### src/vfq_pkg.sv
`timescale 1ns / 1ps
package vfq_pkg;
  localparam int unsigned MaxDim      = 4096;
  localparam int unsigned NdcFracBits = 14;
  localparam int unsigned DimW        = 13;
  localparam int unsigned IdxW        = 3;
  localparam int unsigned DataW       = 32;
  localparam int unsigned QuotW       = 32;
  localparam int unsigned NdcW        = 20;

  localparam logic [IdxW-1:0] RegScreenW = 3'd0;
  localparam logic [IdxW-1:0] RegScreenH = 3'd1;
  localparam logic [IdxW-1:0] RegMode    = 3'd2;
  localparam logic [IdxW-1:0] RegRot     = 3'd3;
  localparam logic [IdxW-1:0] RegOrigin  = 3'd4;
  localparam logic [IdxW-1:0] RegAspN    = 3'd5;
  localparam logic [IdxW-1:0] RegAspD    = 3'd6;

  localparam logic [1:0] ModeNative = 2'd0;
  localparam logic [1:0] ModeFit    = 2'd1;
  localparam logic [1:0] ModeFull   = 2'd2;
  localparam logic [1:0] ModeCrop   = 2'd3;

  typedef struct packed {
    logic [DimW-1:0] sw;
    logic [DimW-1:0] sh;
    logic [1:0]      mode;
    logic [1:0]      rot;
    logic            origin;
    logic [DimW-1:0] an;
    logic [DimW-1:0] ad;
  } cfg_t;

  typedef struct packed {
    logic [DimW-1:0] source_width;
    logic [DimW-1:0] source_height;
  } src_t;

  typedef struct packed {
    logic [1:0]           corner;
    logic signed [NdcW-1:0] pos_x;
    logic signed [NdcW-1:0] pos_y;
    logic                 tex_u;
    logic                 tex_v;
    logic signed [15:0]   rect_x;
    logic signed [15:0]   rect_y;
    logic [15:0]          rect_w;
    logic [15:0]          rect_h;
    logic [DimW-1:0]      phys_width;
    logic [DimW-1:0]      phys_height;
    logic                 last_vertex;
  } vtx_t;

  function automatic logic [DimW-1:0] clamp_dim(input logic [DimW-1:0] v,
                                                input logic one_min);
    logic [DimW-1:0] r;
    r = v;
    if (v > DimW'(MaxDim)) r = DimW'(MaxDim);
    if (one_min && v == '0) r = DimW'(1);
    return r;
  endfunction
endpackage

### src/vfq_if.sv
`timescale 1ns / 1ps
interface vfq_src_if;
  logic            valid;
  logic            ready;
  vfq_pkg::src_t   data;
  modport source (output valid, output data, input ready);
  modport sink (input valid, input data, output ready);
endinterface

interface vfq_vtx_if;
  logic            valid;
  logic            ready;
  vfq_pkg::vtx_t   data;
  modport source (output valid, output data, input ready);
  modport sink (input valid, input data, output ready);
endinterface

interface vfq_cfg_if;
  logic                       valid;
  logic                       ready;
  logic [vfq_pkg::IdxW-1:0]   index;
  logic [vfq_pkg::DataW-1:0]  data;
  modport source (output valid, output index, output data, input ready);
  modport sink (input valid, input index, input data, output ready);
endinterface

### src/vfq_div.sv
`timescale 1ns / 1ps
// Restoring divider, one quotient bit per cycle. Unsigned num/den, den > 0.
module vfq_div (
  input  logic                         clk_i,
  input  logic                         rst_ni,
  input  logic                         start_i,
  input  logic [vfq_pkg::QuotW-1:0]    num_i,
  input  logic [vfq_pkg::QuotW-1:0]    den_i,
  output logic                         busy_o,
  output logic                         done_o,
  output logic [vfq_pkg::QuotW-1:0]    quot_o
);
  localparam int unsigned W  = vfq_pkg::QuotW;
  localparam int unsigned CW = $clog2(W + 1);

  logic [W-1:0]  rem_q, rem_d, quo_q, quo_d, den_q;
  logic [CW-1:0] cnt_q, cnt_d;
  logic          busy_q, busy_d, done_q, done_d;
  logic [W:0]    trial;

  always_comb begin
    rem_d  = rem_q;
    quo_d  = quo_q;
    cnt_d  = cnt_q;
    busy_d = busy_q;
    done_d = 1'b0;
    trial  = {rem_q, quo_q[W-1]} - {1'b0, den_q};
    if (start_i) begin
      rem_d  = '0;
      quo_d  = num_i;
      cnt_d  = CW'(W);
      busy_d = 1'b1;
    end else if (busy_q) begin
      if (!trial[W]) begin
        rem_d = trial[W-1:0];
        quo_d = {quo_q[W-2:0], 1'b1};
      end else begin
        rem_d = {rem_q[W-2:0], quo_q[W-1]};
        quo_d = {quo_q[W-2:0], 1'b0};
      end
      cnt_d = cnt_q - CW'(1);
      if (cnt_q == CW'(1)) begin
        busy_d = 1'b0;
        done_d = 1'b1;
      end
    end
  end

  always_ff @(posedge clk_i or negedge rst_ni) begin
    if (!rst_ni) begin
      busy_q <= 1'b0;
      done_q <= 1'b0;
      cnt_q  <= '0;
    end else begin
      busy_q <= busy_d;
      done_q <= done_d;
      cnt_q  <= cnt_d;
    end
  end

  always_ff @(posedge clk_i) begin
    rem_q <= rem_d;
    quo_q <= quo_d;
    if (start_i) den_q <= den_i;
  end

  assign busy_o = busy_q;
  assign done_o = done_q;
  assign quot_o = quo_q;
endmodule

### src/vfq_front.sv
`timescale 1ns / 1ps
// Classify the source: pick aspect pair, fold the native-mode choices and queue them in a two-entry FIFO.
module vfq_front (
  input  logic              clk_i,
  input  logic              rst_ni,
  input  vfq_pkg::cfg_t     cfg_i,
  vfq_src_if.sink           src,
  output logic              q_valid_o,
  input  logic              q_ready_i,
  output logic [4*vfq_pkg::DimW-1:0] q_data_o
);
  localparam int unsigned DW = vfq_pkg::DimW;
  logic [DW-1:0] sw, sh, srcw, srch, an, ad, nw, nh;
  logic [1:0][4*DW-1:0] mem_q;
  logic [1:0] cnt_q;
  logic       wp_q, rp_q;
  logic       push, pop;

  always_comb begin
    sw   = vfq_pkg::clamp_dim(cfg_i.sw, 1'b1);
    sh   = vfq_pkg::clamp_dim(cfg_i.sh, 1'b1);
    srcw = vfq_pkg::clamp_dim(src.data.source_width, 1'b0);
    srch = vfq_pkg::clamp_dim(src.data.source_height, 1'b0);
    an   = vfq_pkg::clamp_dim(cfg_i.an, 1'b0);
    ad   = vfq_pkg::clamp_dim(cfg_i.ad, 1'b1);
    if (an == '0) begin
      if (srcw != '0 && srch != '0) begin
        an = srcw;
        ad = srch;
      end else begin
        an = sw;
        ad = sh;
      end
    end
    nw = (srcw != '0) ? srcw : sw;
    nh = (srch != '0) ? srch : sh;
  end

  assign src.ready = (cnt_q != 2'd2);
  assign push      = src.valid && src.ready;
  assign pop       = q_valid_o && q_ready_i;
  assign q_valid_o = (cnt_q != 2'd0);
  assign q_data_o  = mem_q[rp_q];

  always_ff @(posedge clk_i or negedge rst_ni) begin
    if (!rst_ni) begin
      cnt_q <= '0;
      wp_q  <= 1'b0;
      rp_q  <= 1'b0;
    end else begin
      if (push) wp_q <= ~wp_q;
      if (pop) rp_q <= ~rp_q;
      cnt_q <= cnt_q + {1'b0, push} - {1'b0, pop};
    end
  end

  always_ff @(posedge clk_i) begin
    if (push) mem_q[wp_q] <= {an, ad, nw, nh};
  end

  assert property (@(posedge clk_i) disable iff (!rst_ni) cnt_q <= 2'd2)
    else $error("queue overflow");
  assert property (@(posedge clk_i) disable iff (!rst_ni)
    (cnt_q == 2'd0) |-> !pop) else $error("pop from empty queue");
  assert property (@(posedge clk_i) disable iff (!rst_ni)
    (cnt_q == 2'd2 && !pop) |=> cnt_q == 2'd2) else $error("queue lost entry");
endmodule

### src/vfq_back.sv
`timescale 1ns / 1ps
// Rectangle fit, then NDC of each edge via a shared divider, then the corner vertices.
module vfq_back (
  input  logic              clk_i,
  input  logic              rst_ni,
  input  vfq_pkg::cfg_t     cfg_i,
  input  logic              q_valid_i,
  output logic              q_ready_o,
  input  logic [4*vfq_pkg::DimW-1:0] q_data_i,
  vfq_vtx_if.source         vtx
);
  localparam int unsigned DW = vfq_pkg::DimW;
  localparam int unsigned QW = vfq_pkg::QuotW;
  localparam int unsigned NW = vfq_pkg::NdcW;
  localparam int unsigned F  = vfq_pkg::NdcFracBits;

  localparam logic [3:0] StIdle = 4'd0;
  localparam logic [3:0] StD1   = 4'd1;
  localparam logic [3:0] StW1   = 4'd2;
  localparam logic [3:0] StD2   = 4'd3;
  localparam logic [3:0] StW2   = 4'd4;
  localparam logic [3:0] StOff  = 4'd5;
  localparam logic [3:0] StN    = 4'd6;
  localparam logic [3:0] StNW   = 4'd7;
  localparam logic [3:0] StEmit = 4'd8;

  logic [3:0] st_q, st_d;
  logic [DW-1:0] sw, sh, an_q, ad_q, nw_q, nh_q;
  logic [16:0] w_q, h_q;
  logic signed [17:0] x_q, y_q;
  logic [1:0] ni_q;
  logic [1:0] k_q;
  logic signed [NW:0] ndc_q [4];
  logic signed [19:0] numr [4];
  logic signed [19:0] cur;
  logic [19:0] mag;
  logic [DW-1:0] cur_den;

  logic div_start, div_busy, div_done;
  logic [QW-1:0] div_num, div_den, div_quot;

  vfq_div u_div (
    .clk_i, .rst_ni, .start_i(div_start), .num_i(div_num), .den_i(div_den),
    .busy_o(div_busy), .done_o(div_done), .quot_o(div_quot)
  );

  assign sw = vfq_pkg::clamp_dim(cfg_i.sw, 1'b1);
  assign sh = vfq_pkg::clamp_dim(cfg_i.sh, 1'b1);

  // edge numerators: x0, x1 over sw; y0, y1 over sh
  always_comb begin
    numr[0] = 20'(2 * x_q) - 20'(sw);
    numr[1] = 20'(2 * (x_q + $signed({1'b0, w_q}))) - 20'(sw);
    numr[2] = 20'(sh) - 20'(2 * (y_q + $signed({1'b0, h_q})));
    numr[3] = 20'(sh) - 20'(2 * y_q);
    cur     = numr[ni_q];
    mag     = cur[19] ? -cur : cur;
    cur_den = ni_q[1] ? sh : sw;
  end

  logic [16:0] sat_q;
  always_comb begin
    sat_q = (div_quot > QW'(65535)) ? 17'd65535 : div_quot[16:0];
  end

  always_comb begin
    div_start = 1'b0;
    div_num   = '0;
    div_den   = QW'(1);
    st_d      = st_q;
    case (st_q)
      StIdle: if (q_valid_i) st_d = StD1;
      StD1: begin
        div_start = 1'b1;
        if (cfg_i.mode == vfq_pkg::ModeCrop) begin
          div_num = QW'(sw) * QW'(ad_q);
          div_den = QW'(an_q);
        end else begin
          div_num = QW'(sh) * QW'(an_q);
          div_den = QW'(ad_q);
        end
        st_d = StW1;
      end
      StW1: if (div_done) st_d = StD2;
      StD2: begin
        if (cfg_i.mode == vfq_pkg::ModeFit && w_q > 17'(sw)) begin
          div_start = 1'b1;
          div_num = QW'(sw) * QW'(ad_q);
          div_den = QW'(an_q);
          st_d = StW2;
        end else if (cfg_i.mode == vfq_pkg::ModeCrop && h_q < 17'(sh)) begin
          div_start = 1'b1;
          div_num = QW'(sh) * QW'(an_q);
          div_den = QW'(ad_q);
          st_d = StW2;
        end else begin
          st_d = StOff;
        end
      end
      StW2: if (div_done) st_d = StOff;
      StOff: st_d = StN;
      StN: begin
        div_start = 1'b1;
        div_num = QW'({mag, 1'b0, F'(0)}) + QW'(cur_den);
        div_den = QW'({cur_den, 1'b0});
        st_d = StNW;
      end
      StNW: if (div_done) st_d = (ni_q == 2'd3) ? StEmit : StN;
      StEmit: if (vtx.ready && k_q == 2'd3) st_d = StIdle;
      default: st_d = StIdle;
    endcase
  end

  assign q_ready_o = (st_q == StIdle);

  always_ff @(posedge clk_i or negedge rst_ni) begin
    if (!rst_ni) begin
      st_q <= StIdle;
      ni_q <= '0;
      k_q  <= '0;
    end else begin
      st_q <= st_d;
      if (st_q == StOff) ni_q <= '0;
      else if (st_q == StNW && div_done) ni_q <= ni_q + 2'd1;
      if (st_q == StEmit && vtx.ready) k_q <= k_q + 2'd1;
    end
  end

  // Keep the magnitude clamped at 2^19 with its sign, so that a rotation can
  // negate it exactly before the final saturation.
  logic [NW-1:0] qmag;
  logic signed [NW:0] ndc_val;
  always_comb begin
    qmag = (div_quot > QW'(2**(NW-1))) ? NW'(2**(NW-1)) : div_quot[NW-1:0];
    ndc_val = cur[19] ? -$signed({1'b0, qmag}) : $signed({1'b0, qmag});
  end

  always_ff @(posedge clk_i) begin
    if (st_q == StIdle && q_valid_i) begin
      {an_q, ad_q, nw_q, nh_q} <= q_data_i;
    end
    if (st_q == StW1 && div_done) begin
      if (cfg_i.mode == vfq_pkg::ModeCrop) begin
        w_q <= 17'(sw);
        h_q <= sat_q;
      end else if (cfg_i.mode == vfq_pkg::ModeFit) begin
        w_q <= sat_q;
        h_q <= 17'(sh);
      end else if (cfg_i.mode == vfq_pkg::ModeNative) begin
        w_q <= 17'(nw_q);
        h_q <= 17'(nh_q);
      end else begin
        w_q <= 17'(sw);
        h_q <= 17'(sh);
      end
    end
    if (st_q == StW2 && div_done) begin
      if (cfg_i.mode == vfq_pkg::ModeFit) begin
        w_q <= 17'(sw);
        h_q <= sat_q;
      end else begin
        w_q <= sat_q;
        h_q <= 17'(sh);
      end
    end
    if (st_q == StOff) begin
      if (cfg_i.mode == vfq_pkg::ModeFull) begin
        x_q <= '0;
        y_q <= '0;
      end else begin
        // truncate toward zero
        x_q <= ($signed(18'(sw)) - $signed({1'b0, w_q})) / 18'sd2;
        y_q <= ($signed(18'(sh)) - $signed({1'b0, h_q})) / 18'sd2;
      end
    end
    if (st_q == StNW && div_done) ndc_q[ni_q] <= ndc_val;
  end

  logic signed [NW:0] lx, ly;
  logic signed [NW-1:0] px, py;
  logic [NW-1:0] neg_max;
  assign neg_max = {1'b1, {(NW-1){1'b0}}};

  function automatic logic signed [NW-1:0] sat_ndc(input logic signed [NW:0] v);
    return (v > $signed({2'b00, {(NW-1){1'b1}}})) ? $signed({1'b0, {(NW-1){1'b1}}})
                                                   : v[NW-1:0];
  endfunction

  always_comb begin
    lx = ndc_q[{1'b0, k_q[0]}];
    ly = ndc_q[{1'b1, k_q[1]}];
    case (cfg_i.rot)
      2'd1: begin px = sat_ndc(ly);  py = sat_ndc(-lx); end
      2'd2: begin px = sat_ndc(-lx); py = sat_ndc(-ly); end
      2'd3: begin px = sat_ndc(-ly); py = sat_ndc(lx);  end
      default: begin px = sat_ndc(lx); py = sat_ndc(ly); end
    endcase
  end

  always_comb begin
    vtx.valid            = (st_q == StEmit);
    vtx.data.corner      = k_q;
    vtx.data.pos_x       = px;
    vtx.data.pos_y       = py;
    vtx.data.tex_u       = k_q[0];
    vtx.data.tex_v       = k_q[1] ? cfg_i.origin : ~cfg_i.origin;
    vtx.data.rect_x      = 16'(x_q);
    vtx.data.rect_y      = 16'(y_q);
    vtx.data.rect_w      = w_q[15:0];
    vtx.data.rect_h      = h_q[15:0];
    vtx.data.phys_width  = cfg_i.rot[0] ? sh : sw;
    vtx.data.phys_height = cfg_i.rot[0] ? sw : sh;
    vtx.data.last_vertex = (k_q == 2'd3);
  end

  assert property (@(posedge clk_i) disable iff (!rst_ni)
    div_start |-> !div_busy) else $error("divider restarted while busy");
  assert property (@(posedge clk_i) disable iff (!rst_ni)
    (vtx.valid && vtx.ready && vtx.data.last_vertex) |=> st_q == StIdle)
    else $error("item did not close after last vertex");
  assert property (@(posedge clk_i) disable iff (!rst_ni)
    (st_q != StEmit) |-> (k_q == 2'd0)) else $error("corner count stray");
  assert property (@(posedge clk_i) disable iff (!rst_ni)
    neg_max[NW-1]) else $error("bad constant");
endmodule

### src/viewport_fit_and_quad.sv
`timescale 1ns / 1ps
// Fits a source frame into the screen and emits four quad vertices per item.
// Every divide holds the shared bit-serial divider until it is done: one or two
// rectangle divides and four NDC divides per item. The four vertex transfers
// then go out at one per cycle while the receiver is ready; output stalls
// hold them. A two-entry queue lets the next source size be accepted while
// the current item is in work.
module viewport_fit_and_quad (
  input  logic      clk_i,
  input  logic      rst_ni,
  vfq_cfg_if.sink   cfg,
  vfq_src_if.sink   src,
  vfq_vtx_if.source vtx
);
  vfq_pkg::cfg_t cfg_q;
  logic q_valid, q_ready;
  logic [4*vfq_pkg::DimW-1:0] q_data;

  assign cfg.ready = 1'b1;

  always_ff @(posedge clk_i or negedge rst_ni) begin
    if (!rst_ni) begin
      cfg_q.sw     <= 13'd640;
      cfg_q.sh     <= 13'd480;
      cfg_q.mode   <= vfq_pkg::ModeFit;
      cfg_q.rot    <= 2'd0;
      cfg_q.origin <= 1'b0;
      cfg_q.an     <= '0;
      cfg_q.ad     <= 13'd1;
    end else if (cfg.valid) begin
      case (cfg.index)
        vfq_pkg::RegScreenW: cfg_q.sw     <= cfg.data[12:0];
        vfq_pkg::RegScreenH: cfg_q.sh     <= cfg.data[12:0];
        vfq_pkg::RegMode:    cfg_q.mode   <= cfg.data[1:0];
        vfq_pkg::RegRot:     cfg_q.rot    <= cfg.data[1:0];
        vfq_pkg::RegOrigin:  cfg_q.origin <= cfg.data[0];
        vfq_pkg::RegAspN:    cfg_q.an     <= cfg.data[12:0];
        vfq_pkg::RegAspD:    cfg_q.ad     <= cfg.data[12:0];
        default: ;
      endcase
    end
  end

  vfq_front u_front (
    .clk_i, .rst_ni, .cfg_i(cfg_q), .src,
    .q_valid_o(q_valid), .q_ready_i(q_ready), .q_data_o(q_data)
  );

  vfq_back u_back (
    .clk_i, .rst_ni, .cfg_i(cfg_q),
    .q_valid_i(q_valid), .q_ready_o(q_ready), .q_data_i(q_data), .vtx
  );
endmodule

### src/flat_wrapper.sv
// flat-port wrapper written by rule: the top's interface ports become plain ports
module viewport_fit_and_quad_flat 
  (clk_i, rst_ni, cfg_valid, cfg_index, cfg_data, cfg_ready, src_valid, src_data, src_ready, vtx_valid, vtx_data, vtx_ready);
  vfq_cfg_if cfg_i ();
  vfq_src_if src_i ();
  vfq_vtx_if vtx_i ();
  input  logic clk_i;
  input  logic rst_ni;
  input wire logic [$bits(cfg_i.valid)-1:0] cfg_valid;
  input wire logic [$bits(cfg_i.index)-1:0] cfg_index;
  input wire logic [$bits(cfg_i.data)-1:0] cfg_data;
  output wire logic [$bits(cfg_i.ready)-1:0] cfg_ready;
  input wire logic [$bits(src_i.valid)-1:0] src_valid;
  input wire logic [$bits(src_i.data)-1:0] src_data;
  output wire logic [$bits(src_i.ready)-1:0] src_ready;
  output wire logic [$bits(vtx_i.valid)-1:0] vtx_valid;
  output wire logic [$bits(vtx_i.data)-1:0] vtx_data;
  input wire logic [$bits(vtx_i.ready)-1:0] vtx_ready;
  assign cfg_i.valid = cfg_valid;
  assign cfg_i.index = cfg_index;
  assign cfg_i.data = cfg_data;
  assign cfg_ready = cfg_i.ready;
  assign src_i.valid = src_valid;
  assign src_i.data = src_data;
  assign src_ready = src_i.ready;
  assign vtx_valid = vtx_i.valid;
  assign vtx_data = vtx_i.data;
  assign vtx_i.ready = vtx_ready;
  viewport_fit_and_quad u_core (.clk_i(clk_i), .rst_ni(rst_ni), .cfg(cfg_i), .src(src_i), .vtx(vtx_i));
endmodule
### config.mk
export PLATFORM = sky130hd
export DESIGN_NAME = viewport_fit_and_quad_flat
export DESIGN_NICKNAME = d
export VERILOG_FILES = /design/src/vfq_pkg.sv /design/src/vfq_if.sv /design/src/vfq_div.sv /design/src/vfq_front.sv /design/src/vfq_back.sv /design/src/viewport_fit_and_quad.sv /design/src/flat_wrapper.sv
export SDC_FILE = /design/constraint.sdc
export NUM_CORES = 2
export LEC_CHECK = 0
export ABC_CLOCK_PERIOD_IN_PS = 10300
export BUFFER_PORTS_ARGS = -buffer_cell sky130_fd_sc_hd__buf_2
export CAP_MARGIN = 30
export CORE_MARGIN = 1
export CORE_UTILIZATION = 47
export CTS_BUF_LIST = sky130_fd_sc_hd__clkbuf_8
export DETAILED_ROUTE_END_ITERATION = 10
export SYNTH_ARGS = -nofsm -noshare
export SYNTH_HDL_FRONTEND = slang
export SYNTH_SLANG_ARGS = --single-unit
### constraint.sdc
create_clock -name clk_i -period 10.3 [get_ports clk_i]
set_clock_uncertainty 0.15 [all_clocks]
set_input_delay 0 -clock clk_i [delete_from_list [all_inputs] [get_ports clk_i]]
set_output_delay 0 -clock clk_i [all_outputs]
set_load 0.1 [all_outputs]
==> results_dict.tcl <==
set metrics [dict create \
    status "complete, no violations" \
    maxSlewHeadroom_pct 12.7 \
    dp_slack_ps 2300 \
    wl_per_cell_um 24.2 \
    final_antenna_net_count 0 \
    tns_ps 0 \
    final_layout_size_suffix_gt1_share_pct 12.0 \
    dr_total_vias 37563 \
    finalCritPeriodShare_pct 79.1 \
    slowest_stage "dfrtp_2" \
    path_clk_slew_ps 60 \
    max_freq_mhz 123 \
    insertion_delay_ps 750 \
    p_leak_nw 21.0 \
    rrSetupSlack_ps 2150 \
    cts_tree "yes" \
    grt_max_degree 61 \
    synthArstFlopShare_pct 16.6 \
    num_io_pins 204 \
    drv_cap 0 \
    crit_path_start_kind "flip-flop" \
    htree_num_levels 3 \
    gp_congestion 0.986 \
    clkSinkCount 465 \
    final_cell_mix "inv_1 (510), nand2_1 (485), edfxtp_1 (356)" \
    post-route-cell-area_um2 48600 \
    synth-edff-count 356 \
    fillers 8649 \
    fp.dieH_um 308 \
    max_stage_delay_ps 750 \
    worst_pin_slew_ps 1310 \
    nets 5604 \
    grt_pass1_wl_um 226000 \
    slew_violations 0 \
    antenna_found_initial 7 \
    clockBufferDepth 3 \
    overflow 0 \
    track_usage_pct 32.1 \
    cts-root-buf "clkbuf_8" \
    grt_pass1_vias 36371 \
    post_cts_buffers 0 \
    hold_class "input port to flip-flop" \
    path_class "flip-flop to flip-flop" \
    rsz0062_at_grt "no" \
    fin_ws_ps 2150 \
    dpl.hpwl_um 114000 \
    p_per_area_nw_per_um2 253 \
    die_x_um 308 \
    start_util_pct 47.8 \
    syn_inst 4844 \
    synth-main-ff-cell "edfxtp_1" \
    finalCriticalPeriod_ps 8150 \
    first_pass_iters 7 \
    cp.arrival_ps 8620 \
    final_common_cell "inv_1" \
    ys_types 98 \
    synth_seq_area_share_pct 30.1 \
    syn_area_per_cell_um2 9.09 \
    areaGrowthSynthToFinish_pct 10.4 \
    synth_area_um2 44100 \
    drc 0 \
    hold_viol 0 \
    drt_wl_total_um 153000 \
    rows 111 \
    synth_area_leaders "edfxtp_1 (24%), fa_1 (11%), ha_1 (8.1%), nand2_1 (4.1%), inv_1 (4.1%)" \
    yosysTopAreaCell "edfxtp_1" \
    cp.required_ps 10760 \
    ys_ff_latch 465 \
    final-setup-viol-count 0 \
    crit_fanout 18 \
    yosys.area.top_type_share_pct 24.3 \
    vdd_drop_max_uv 404 \
    core-area_um2 92200 \
    dieArea_um2 95000 \
    cts_buffers 85 \
    portBuffers 183 \
    end_kind "flip-flop" \
    power_mw 12.3 \
    postPlaceCellArea_um2 46100 \
    dr.first_iter.drc_count 3584 \
    vias_per_cell 5.94 \
    ys_warn_count 0 \
]
[critical path: cells and delay by family (launching register included)]
kind | cells | cell delay [ps]
flip-flops | 1 | 750
multiplexers | 1 | 120
XOR/XNOR | 1 | 280
AND/OR/NAND/NOR | 5 | 1230
AO/OA/AOI/OAI | 6 | 1740
buffers and inverters | 6 | 790
adder cells (fa/ha/maj) | 6 | 2930
[cells by family (layout without fill, tap and decap cells)]
kind of cell,count (synthesis),after routing,synth area share [%]
AOI/OAI and AO/OA,1085,1085,15.7
buffers and inverters,776,1003,7.21
DFF,465,465,30.1
other,2,7,0.0170
and+or+nand+nor,1494,1494,16.6
xor gates and xnor gates,243,243,4.87
muxes,243,243,6.00
adders and majority gates,536,536,19.5
[stage by stage]
stage          instances  utilization, %  hold WS [ps]
2_1_floorplan       4845               -          -446
3_3_place_gp        6073            49.8          -259
3_5_place_dp        6081            50.0          -260
4_1_cts             6314            52.7          21.1
5_1_grt             6316            52.7          87.0
6_report            6319            52.7          80.2
[layout make-up]
| type | instances | area, µm² | area share (%) |
|---|---|---|---|
| Clock inverter | 64 | 480 | 0.988 |
| Sequential cell | 465 | 13300 | 27.3 |
| Tap cell | 1243 | 1560 | 3.20 |
| Inverter | 486 | 1820 | 3.75 |
| Clock buffer | 93 | 1280 | 2.63 |
| Timing Repair Buffer | 360 | 2510 | 5.17 |
| Multi-Input combinational cell | 3604 | 27700 | 56.9 |
| Antenna cell | 4 | 10.0 | 0.0206 |
[registers in the layout (all words and copies together), names as in the netlist, 14 cells and up]
name / flops
u_core.u_back.y_q: 18
u_core.u_back.w_q: 17
u_core.u_back.h_q: 17
u_core.cfg_q: 57
u_core.u_back.u_div.rem_q: 32
u_core.u_back.ndc_q: 84
u_core.u_back.u_div.den_q: 14
u_core.u_back.u_div.quot_o: 32
u_core.u_back.x_q: 18
u_core.u_front.mem_q: 104
[layer usage]
layer  vias up  track usage (%)  wire, µm
met3       381             6.20     12500
met1     18317             41.0     61100
met4         2             17.3      9220
met2      1581             51.4     69900
li1      17282                -         -
met5         -                0        21
[final timing paths]
kind | start | end | depth (start not counted)
worst max register to register | u_core.cfg_q[43]$_DFFE_PN0P_ | u_core.u_back.u_div.quot_o[20]$_DFFE_PP_ | 25
worst max-delay path | u_core.cfg_q[43]$_DFFE_PN0P_ | u_core.u_back.u_div.quot_o[20]$_DFFE_PP_ | 25
max in group asynchronous | rst_ni | u_core.u_front.rp_q$_DFFE_PN0P_ | 4
min in group asynchronous | rst_ni | u_core.cfg_q[3]$_DFFE_PN0P_ | 4
worst min-delay path | src_valid | u_core.u_front.wp_q$_DFFE_PN0P_ | 4
worst min register to register | u_core.u_back.u_div.rem_q[1]$_SDFFE_PP0P_ | u_core.u_back.u_div.rem_q[1]$_SDFFE_PP0P_ | 2
[where the power goes]
group / switching [mW] / total (mW) / internal [mW] / leakage, nW
Combinational: 5.16 / 7.85 / 2.68 / 15.5
Clock: 0.847 / 1.86 / 1.01 / 1.01
Sequential: 0.213 / 2.59 / 2.37 / 4.54
Total: 6.23 / 12.3 / 6.07 / 21.0
[Yosys cell counts (all sizes together) (41+ instances only)]
| master | n |
|---|---|
| dfrtp | 69 |
| and2 | 186 |
| ha | 285 |
| nand3 | 54 |
| o21a | 43 |
| o22ai | 53 |
| fa | 251 |
| nand2 | 485 |
| nor2 | 329 |
| o21ai | 285 |
| mux2i | 111 |
| xor2 | 87 |
| edfxtp | 356 |
| nor3 | 101 |
| a21o | 58 |
| inv | 482 |
| clkbuf | 187 |
| a21oi | 281 |
| mux2 | 128 |
| nor4 | 50 |
| a211oi | 41 |
| xnor2 | 155 |
| a31oi | 44 |
| nor2b | 43 |
| buf | 103 |
[repair_timing]
action / in CTS / in global routing
hold buffers: 76 / 0
gates resized for setup: 0 / 0
hold endpoints to repair: 254 / 0
Power figures use the tool's default switching activity.
